==> src/rtl/wsfr_pkg.sv <==
// ----------------------------------------------------------------------------
// Wheel speed frame receiver package
// Shared types and constants of the frame receiver.
// ----------------------------------------------------------------------------
package wsfr_pkg;

    localparam int FRAME_BYTES   = 14;
    localparam int LAST_POS      = FRAME_BYTES - 1;
    localparam int CRC_LAST_POS  = 10;
    localparam int CRC_HI_POS    = 11;
    localparam int CRC_LO_POS    = 12;

    localparam logic [15:0] CRC_INIT = 16'hFFFF;
    localparam logic [15:0] CRC_POLY = 16'hA001;

    localparam logic [7:0]  HEAD_RESET  = 8'h30;
    localparam logic [7:0]  END_RESET   = 8'h40;
    localparam logic [7:0]  FUNC_RESET  = 8'h50;
    localparam logic [23:0] GAIN_RESET  = 24'd65536;

    localparam int CFG_INDEX_W = 2;
    localparam int CFG_DATA_W  = 24;

    localparam logic [CFG_INDEX_W-1:0] REG_HEAD_BYTE      = 2'd0;
    localparam logic [CFG_INDEX_W-1:0] REG_END_BYTE       = 2'd1;
    localparam logic [CFG_INDEX_W-1:0] REG_SPEED_FUNCTION = 2'd2;
    localparam logic [CFG_INDEX_W-1:0] REG_SPEED_GAIN     = 2'd3;

    localparam int PULSE_W  = 17;
    localparam int SPEED_W  = 41;
    localparam int GAIN_W   = 24;
    localparam int M_DATA_W = 184;

    typedef enum logic [1:0] {
        ST_OK_SPEED = 2'd0,
        ST_BAD_END  = 2'd1,
        ST_BAD_CRC  = 2'd2,
        ST_OK_OTHER = 2'd3
    } status_t;

    typedef logic signed [PULSE_W-1:0] pulse_t;

    // Frame verdict handed from the collector to the scaling stage
    typedef struct packed {
        status_t     status;
        logic [7:0]  function_code;
        pulse_t      pulses1;
        pulse_t      pulses2;
        pulse_t      pulses3;
    } judge_t;

endpackage

==> src/rtl/wsfr_collect.sv <==
// ----------------------------------------------------------------------------
// Frame collector
// Hunts for the head byte, stores the frame, runs the CRC-16/Modbus and
// judges the frame on its end byte into a verdict register.
// ----------------------------------------------------------------------------
module wsfr_collect
    import wsfr_pkg::*;
(
    input  logic        aclk,
    input  logic        aresetn,
    input  logic        s_tvalid,
    output logic        s_tready,
    input  logic [7:0]  rx_byte,
    input  logic [7:0]  head_byte,
    input  logic [7:0]  end_byte,
    input  logic [7:0]  speed_function,
    output logic        judge_valid,
    input  logic        judge_ready,
    output judge_t      judge
);

    function automatic logic [15:0] crc_byte(input logic [15:0] crc_in,
                                             input logic [7:0] b);
        logic [15:0] c;
        c = crc_in ^ {8'h00, b};
        for (int k = 0; k < 8; k++) begin
            if (c[0]) begin
                c = (c >> 1) ^ CRC_POLY;
            end else begin
                c = c >> 1;
            end
        end
        return c;
    endfunction

    function automatic pulse_t make_pulses(input logic [7:0] pol,
                                           input logic [7:0] hi,
                                           input logic [7:0] lo);
        pulse_t mag;
        mag = $signed({1'b0, hi, lo});
        if (pol == 8'd0) begin
            return '0;
        end else if (pol == 8'd1) begin
            return mag;
        end else begin
            return -mag;
        end
    endfunction

    logic        in_frame_reg;
    logic [3:0]  pos_reg;
    logic [15:0] crc_reg;
    logic [7:0]  store_reg [1:CRC_LO_POS];
    logic        judge_valid_reg;
    judge_t      judge_reg;

    logic        accept;
    logic [15:0] crc_step;
    logic [15:0] crc_final;
    status_t     status_next;
    judge_t      judge_next;

    assign s_tready = !judge_valid_reg || judge_ready;
    assign accept   = s_tvalid && s_tready;

    assign crc_step  = crc_byte(crc_reg, rx_byte);
    assign crc_final = crc_byte(crc_reg, rx_byte);

    always_comb begin
        if (rx_byte != end_byte) begin
            status_next = ST_BAD_END;
        end else if (store_reg[CRC_HI_POS] != crc_final[15:8] ||
                     store_reg[CRC_LO_POS] != crc_final[7:0]) begin
            status_next = ST_BAD_CRC;
        end else if (store_reg[1] == speed_function) begin
            status_next = ST_OK_SPEED;
        end else begin
            status_next = ST_OK_OTHER;
        end
        judge_next.status        = status_next;
        judge_next.function_code = store_reg[1];
        judge_next.pulses1       = '0;
        judge_next.pulses2       = '0;
        judge_next.pulses3       = '0;
        if (status_next == ST_OK_SPEED) begin
            judge_next.pulses1 = make_pulses(store_reg[2], store_reg[3], store_reg[4]);
            judge_next.pulses2 = make_pulses(store_reg[5], store_reg[6], store_reg[7]);
            judge_next.pulses3 = make_pulses(store_reg[8], store_reg[9], store_reg[10]);
        end
    end

    always_ff @(posedge aclk) begin
        if (!aresetn) begin
            in_frame_reg    <= 1'b0;
            pos_reg         <= '0;
            crc_reg         <= CRC_INIT;
            judge_valid_reg <= 1'b0;
        end else begin
            if (accept && in_frame_reg && pos_reg == 4'(LAST_POS)) begin
                judge_valid_reg <= 1'b1;
            end else if (judge_ready) begin
                judge_valid_reg <= 1'b0;
            end
            if (accept) begin
                if (!in_frame_reg) begin
                    if (rx_byte == head_byte) begin
                        in_frame_reg <= 1'b1;
                        pos_reg      <= 4'd1;
                        crc_reg      <= crc_byte(CRC_INIT, rx_byte);
                    end
                end else if (pos_reg < 4'(LAST_POS)) begin
                    pos_reg <= pos_reg + 4'd1;
                    if (pos_reg <= 4'(CRC_LAST_POS)) begin
                        crc_reg <= crc_step;
                    end
                end else begin
                    in_frame_reg <= 1'b0;
                    pos_reg      <= '0;
                    crc_reg      <= CRC_INIT;
                end
            end
        end
    end

    always_ff @(posedge aclk) begin
        if (accept && in_frame_reg && pos_reg == 4'(LAST_POS)) begin
            judge_reg <= judge_next;
        end
        for (int i = 1; i <= CRC_LO_POS; i++) begin
            if (accept && in_frame_reg && pos_reg == 4'(i)) begin
                store_reg[i] <= rx_byte;
            end
        end
    end

    assign judge_valid = judge_valid_reg;
    assign judge       = judge_reg;

endmodule

==> src/rtl/wsfr_scale.sv <==
// ----------------------------------------------------------------------------
// Speed scaling stage
// Multiplies each pulse count by the gain into the result register.
// ----------------------------------------------------------------------------
module wsfr_scale
    import wsfr_pkg::*;
(
    input  logic                aclk,
    input  logic                aresetn,
    input  logic                judge_valid,
    output logic                judge_ready,
    input  judge_t              judge,
    input  logic [GAIN_W-1:0]   speed_gain,
    output logic                m_tvalid,
    input  logic                m_tready,
    output logic [M_DATA_W-1:0] m_tdata
);

    logic                 out_valid_reg;
    logic [M_DATA_W-1:0]  out_data_reg;

    logic signed [SPEED_W-1:0] gain_s;
    logic signed [SPEED_W-1:0] prod1;
    logic signed [SPEED_W-1:0] prod2;
    logic signed [SPEED_W-1:0] prod3;

    assign gain_s = $signed({{(SPEED_W-GAIN_W){1'b0}}, speed_gain});
    assign prod1  = SPEED_W'(judge.pulses1) * gain_s;
    assign prod2  = SPEED_W'(judge.pulses2) * gain_s;
    assign prod3  = SPEED_W'(judge.pulses3) * gain_s;

    assign judge_ready = !out_valid_reg || m_tready;

    always_ff @(posedge aclk) begin
        if (!aresetn) begin
            out_valid_reg <= 1'b0;
        end else if (judge_ready) begin
            out_valid_reg <= judge_valid;
        end
    end

    always_ff @(posedge aclk) begin
        if (judge_ready && judge_valid) begin
            out_data_reg <= {prod3, prod2, prod1,
                             judge.pulses3, judge.pulses2, judge.pulses1,
                             judge.function_code, judge.status};
        end
    end

    assign m_tvalid = out_valid_reg;
    assign m_tdata  = out_data_reg;

endmodule

==> src/rtl/wheel_speed_frame_receiver_core.sv <==
// ----------------------------------------------------------------------------
// Wheel speed frame receiver core
// Serial byte stream in, one verdict transaction per received 14-byte frame.
//
// Input: s_tdata carries one received byte per transaction. While idle,
// bytes other than the head byte are dropped. After the head byte, 13 more
// bytes complete the frame; the CRC-16/Modbus covers bytes 0..10 and 13.
// Output: one transaction per frame, registered after the end byte is taken
// (verdict register, then multiplier register). Status 0 carries three
// signed pulse counts and their products with speed_gain (Q16).
// Throughput: one byte per cycle while s_tready is high.
// A stalled output holds its transaction; input keeps flowing until both the
// verdict register and the output register are occupied.
// Reset (synchronous, aresetn low) returns to head hunting, drops any
// pending result and restores register defaults. Configuration writes
// through cfg_wr_en/cfg_index/cfg_wdata take effect the next cycle.
// ----------------------------------------------------------------------------
module wheel_speed_frame_receiver_core
    import wsfr_pkg::*;
(
    input  logic                   aclk,
    input  logic                   aresetn,
    input  logic                   s_tvalid,
    output logic                   s_tready,
    input  logic [7:0]             s_tdata,   // [7:0] rx_byte
    output logic                   m_tvalid,
    input  logic                   m_tready,
    // [1:0] frame_status, [9:2] function_code, [26:10] wheel1_pulses,
    // [43:27] wheel2_pulses, [60:44] wheel3_pulses, [101:61] wheel1_speed,
    // [142:102] wheel2_speed, [183:143] wheel3_speed
    output logic [M_DATA_W-1:0]    m_tdata,
    input  logic                   cfg_wr_en,
    input  logic [CFG_INDEX_W-1:0] cfg_index,
    input  logic [CFG_DATA_W-1:0]  cfg_wdata
);

    logic [7:0]        head_byte_reg;
    logic [7:0]        end_byte_reg;
    logic [7:0]        speed_function_reg;
    logic [GAIN_W-1:0] speed_gain_reg;

    logic   judge_valid;
    logic   judge_ready;
    judge_t judge;

    always_ff @(posedge aclk) begin
        if (!aresetn) begin
            head_byte_reg      <= HEAD_RESET;
            end_byte_reg       <= END_RESET;
            speed_function_reg <= FUNC_RESET;
            speed_gain_reg     <= GAIN_RESET;
        end else if (cfg_wr_en) begin
            case (cfg_index)
                REG_HEAD_BYTE:      head_byte_reg      <= cfg_wdata[7:0];
                REG_END_BYTE:       end_byte_reg       <= cfg_wdata[7:0];
                REG_SPEED_FUNCTION: speed_function_reg <= cfg_wdata[7:0];
                REG_SPEED_GAIN:     speed_gain_reg     <= cfg_wdata[GAIN_W-1:0];
                default: ;
            endcase
        end
    end

    wsfr_collect u_collect (
        .aclk           (aclk),
        .aresetn        (aresetn),
        .s_tvalid       (s_tvalid),
        .s_tready       (s_tready),
        .rx_byte        (s_tdata),
        .head_byte      (head_byte_reg),
        .end_byte       (end_byte_reg),
        .speed_function (speed_function_reg),
        .judge_valid    (judge_valid),
        .judge_ready    (judge_ready),
        .judge          (judge)
    );

    wsfr_scale u_scale (
        .aclk        (aclk),
        .aresetn     (aresetn),
        .judge_valid (judge_valid),
        .judge_ready (judge_ready),
        .judge       (judge),
        .speed_gain  (speed_gain_reg),
        .m_tvalid    (m_tvalid),
        .m_tready    (m_tready),
        .m_tdata     (m_tdata)
    );

endmodule

==> config.mk <==
export PLATFORM = sky130hd
export DESIGN_NAME = wheel_speed_frame_receiver_core
export DESIGN_NICKNAME = d
export VERILOG_FILES = /design/src/rtl/wsfr_pkg.sv /design/src/rtl/wsfr_collect.sv /design/src/rtl/wsfr_scale.sv /design/src/rtl/wheel_speed_frame_receiver_core.sv
export SDC_FILE = /design/constraint.sdc
export NUM_CORES = 2
export LEC_CHECK = 0
export BUFFER_PORTS_ARGS = -buffer_cell sky130_fd_sc_hd__buf_4
export CORE_MARGIN = 2
export CORE_UTILIZATION = 40
export CTS_CLUSTER_DIAMETER = 80
export CTS_CLUSTER_SIZE = 25
export DETAILED_ROUTE_END_ITERATION = 8
export SETUP_SLACK_MARGIN = 0.4
export SYNTH_ARGS = -nofsm -noshare
export SYNTH_HDL_FRONTEND = slang
export SYNTH_SLANG_ARGS = --single-unit
export TNS_END_PERCENT = 5
==> constraint.sdc <==
create_clock -name aclk -period 14.9 [get_ports aclk]
set_input_delay 1.49 -clock aclk [delete_from_list [all_inputs] [get_ports aclk]]
set_output_delay 1.49 -clock aclk [all_outputs]
set_load 0.01 [all_outputs]
==> impl_metrics.tcl <==
set metrics [dict create \
    num_vias 38428 \
    setup_ws_ns 6.80 \
    crit_path_end_kind "flop" \
    irDropWorstVdd_mv 0.180 \
    io_buffers 224 \
    yosysUniqueCellTypes 75 \
    setup-tns-final_ns 0 \
    avgSynthCellArea_um2 9.81 \
    design.die.area_um2 143000 \
    ys_seq_area_share_pct 20.8 \
    ant_nets 0 \
    grt_max_degree 72 \
    synth_area_leaders "fa_1, edfxtp_1, ha_1" \
    cp-start-kind "flop" \
    initial_utilization_pct 40.2 \
    clk_latency_ns 0.66 \
    syn_nets 7162 \
    r2r_setup_slack_ns 6.80 \
    seq_power_share_pct 18.5 \
    largest_reg_flops 184 \
    synth_top_area_cell "fa_1" \
    ioPinCount 225 \
    root_buffer "clkbuf_16" \
    skew_ns 0.0473 \
    drt-pass1-iter-count 7 \
    synth_top_area_share_pct 35.2 \
    drt_wl_total_um 144000 \
    cts_made_buffers 37 \
    critPathKind "reg -> reg" \
    crit_fanout 27 \
    drtIter0Drc 2306 \
    dp_slack_ns 6.88 \
    utilization_pct 43.7 \
    power_frac_comb_pct 68.7 \
    sw_frac_of_total_pct 47.1 \
    final_cell_mix "inv_1, fa_1, nand2_1" \
    hold_violations 0 \
    cts_resized 0 \
    status "finished clean" \
    intPower_mw 4.34 \
    rsz0062_at_grt "no" \
    remaining_drc_errors 0 \
    max_cap_violations 0 \
    p_clk_share_pct 12.8 \
    hp-class "reg -> reg" \
    final.period_utilization_pct 54.4 \
    die_y_um 378 \
    htree_levels 2 \
    grt_pass1_wl_um 233000 \
    drv_slew 0 \
    switchingPower_mw 3.88 \
    coreArea_um2 139000 \
    rows 137 \
    syn_inst 5717 \
    via_per_inst 5.01 \
    gr-total-overflow 0 \
    hold_path.startpoint "u_collect.judge[52]" \
    final_common_cell "inv_1" \
    max_freq_ghz 0.123 \
    power_density_nw_per_um2 135 \
    hold_depth 0 \
    clk_pin_slew_ns 0.10 \
    ys_async_sr_fraction_pct 0 \
    clock_sinks 412 \
    hold_buffers 0 \
    max_slew_margin_pct 10.9 \
    wl_per_cell_um 18.8 \
    worst_r2r_endpoint "u_scale.m_tdata[100]" \
    setup-violations-final 0 \
    cts_tree "yes" \
    antenna_found_initial 4 \
    ys_seq_elements 412 \
    hold_slack_ns 0.420 \
    netlist_area_um2 56100 \
    reg2reg_depth 22 \
    finalCriticalPeriod_ns 8.10 \
    fin_nets 7208 \
    hpwl_um 106000 \
    yosysWarningCount 0 \
    area_delta_synth_final_pct 8.49 \
    cts_setup_buffers 0 \
    crit_arrival_ns 8.49 \
    crit_required_ns 15.28 \
    yosys_most_used_dff "edfxtp_1" \
    gp_congestion 0.848 \
    drive_above_1_share_pct 7.51 \
    min_to "u_scale.m_tdata[3]" \
    first_global_vias 41820 \
    cts_buffer_depth 3 \
    synth_edf_count 341 \
    worst-slew-pin-transition_ns 1.30 \
    gr-usage-all-layers_pct 20.9 \
    p_leak_nw 29.3 \
    reg2reg_from "speed_gain_reg[13]" \
    die_w_um 378 \
]
## power groups by stage
stage	Sequential [mW]	Combinational [mW]	Clock (mW)
after floorplan	1.53	4.23	0
after global placement	1.54	5.58	0
after detailed placement	1.54	5.65	0
after CTS	1.52	5.70	1.10
after global routing	1.52	6.46	1.13
final	1.52	5.65	1.05
## layer usage
| metal | up-vias | global-route usage [%] | wire, um |
|---|---|---|---|
| met5 | - | 0 | 13 |
| met4 | 2 | 5.68 | 3910 |
| met3 | 193 | 3.40 | 9290 |
| met2 | 1119 | 35.2 | 69500 |
| met1 | 19705 | 27.9 | 61200 |
| li1 | 17409 | - | - |
## cell type report
cell class | instances | area, um2
Clock inverter | 27 | 340
Multi-Input combinational cell | 3804 | 38800
Timing Repair Buffer | 293 | 2200
Clock buffer | 40 | 937
Sequential cell | 412 | 11700
Inverter | 1215 | 4560
Antenna cell | 2 | 5.00
Fill cell | 13289 | 78500
Tap cell | 1876 | 2350
## worst max path at each step
stage,startpoint,endpoint,slack [ns],cells past startpoint
global route,speed_gain_reg[13],u_scale.m_tdata[100],6.32,22
CTS,speed_gain_reg[13],u_scale.m_tdata[100],6.86,22
floorplan,m_tready,u_scale.m_tdata[0],4.47,2
finish,speed_gain_reg[13],u_scale.m_tdata[100],6.80,22
global placement,speed_gain_reg[13],u_scale.m_tdata[100],7.04,22
detailed placement,speed_gain_reg[13],u_scale.m_tdata[100],6.88,22
## synth_stat cells, types with 4 or more instances
library cell,instances
a211oi_1,11
o21ai_0,84
nor2b_1,34
or3_1,7
nor3b_1,4
ha_1,419
o21a_1,14
or3b_2,5
a21boi_0,35
and2_1,561
xnor2_1,108
edfxtp_1,341
nor2_1,139
or2_2,5
nor3_1,38
a21o_1,61
inv_1,1215
a31oi_1,12
xor2_1,97
clkbuf_1,279
nor4_1,14
o21bai_1,8
nand4_1,12
mux2i_1,20
o211ai_1,22
nand3_1,35
or4_1,4
nor2_4,27
nand2b_1,38
fa_1,987
a41oi_1,5
and3_1,25
nand3b_1,4
o31ai_1,13
a21oi_1,98
o22ai_1,8
o41ai_1,11
a221oi_1,5
a2111oi_0,4
xnor3_1,8
nand2_1,775
dfxtp_1,71
a211o_1,4
## through the flow
step / total power [mW] / std cells / cell area, um2
floorplan: 5.76 / 5717 / 56100
global placement: 7.13 / 7600 / 59600
detailed placement: 7.19 / 7600 / 59600
CTS: 8.31 / 7667 / 60800
global route: 9.11 / 7667 / 60800
finish: 8.22 / 7669 / 60900
## critical path: stages (launching register included)
cell and delay [ns]:
dfxtp_2 0.75, buf_4 0.47, nand2_1 0.14, fa_1 0.58, inv_1 0.06, fa_1 0.53
inv_1 0.05, fa_1 0.50, inv_1 0.05, fa_1 0.49, fa_1 0.50, inv_1 0.05
fa_1 0.48, inv_1 0.04, ha_1 0.35, nand4_1 0.14, nor2_1 0.20, o2111ai_1 0.19
a2111oi_0 1.17, nor2_1 0.15, o21ai_0 0.52, o221ai_1 0.23, xnor2_1 0.17
## cell families after synthesis
family | count (synthesis) | synth area share, %
fa+ha+maj | 1406 | 44.6
simple gates | 1734 | 15.4
flops | 412 | 20.8
xor+xnor | 217 | 3.67
buf+inv | 1501 | 10.1
mux | 21 | 0.377
compound gates | 426 | 5.04
Note: power is estimated with default switching activity, not from simulation.
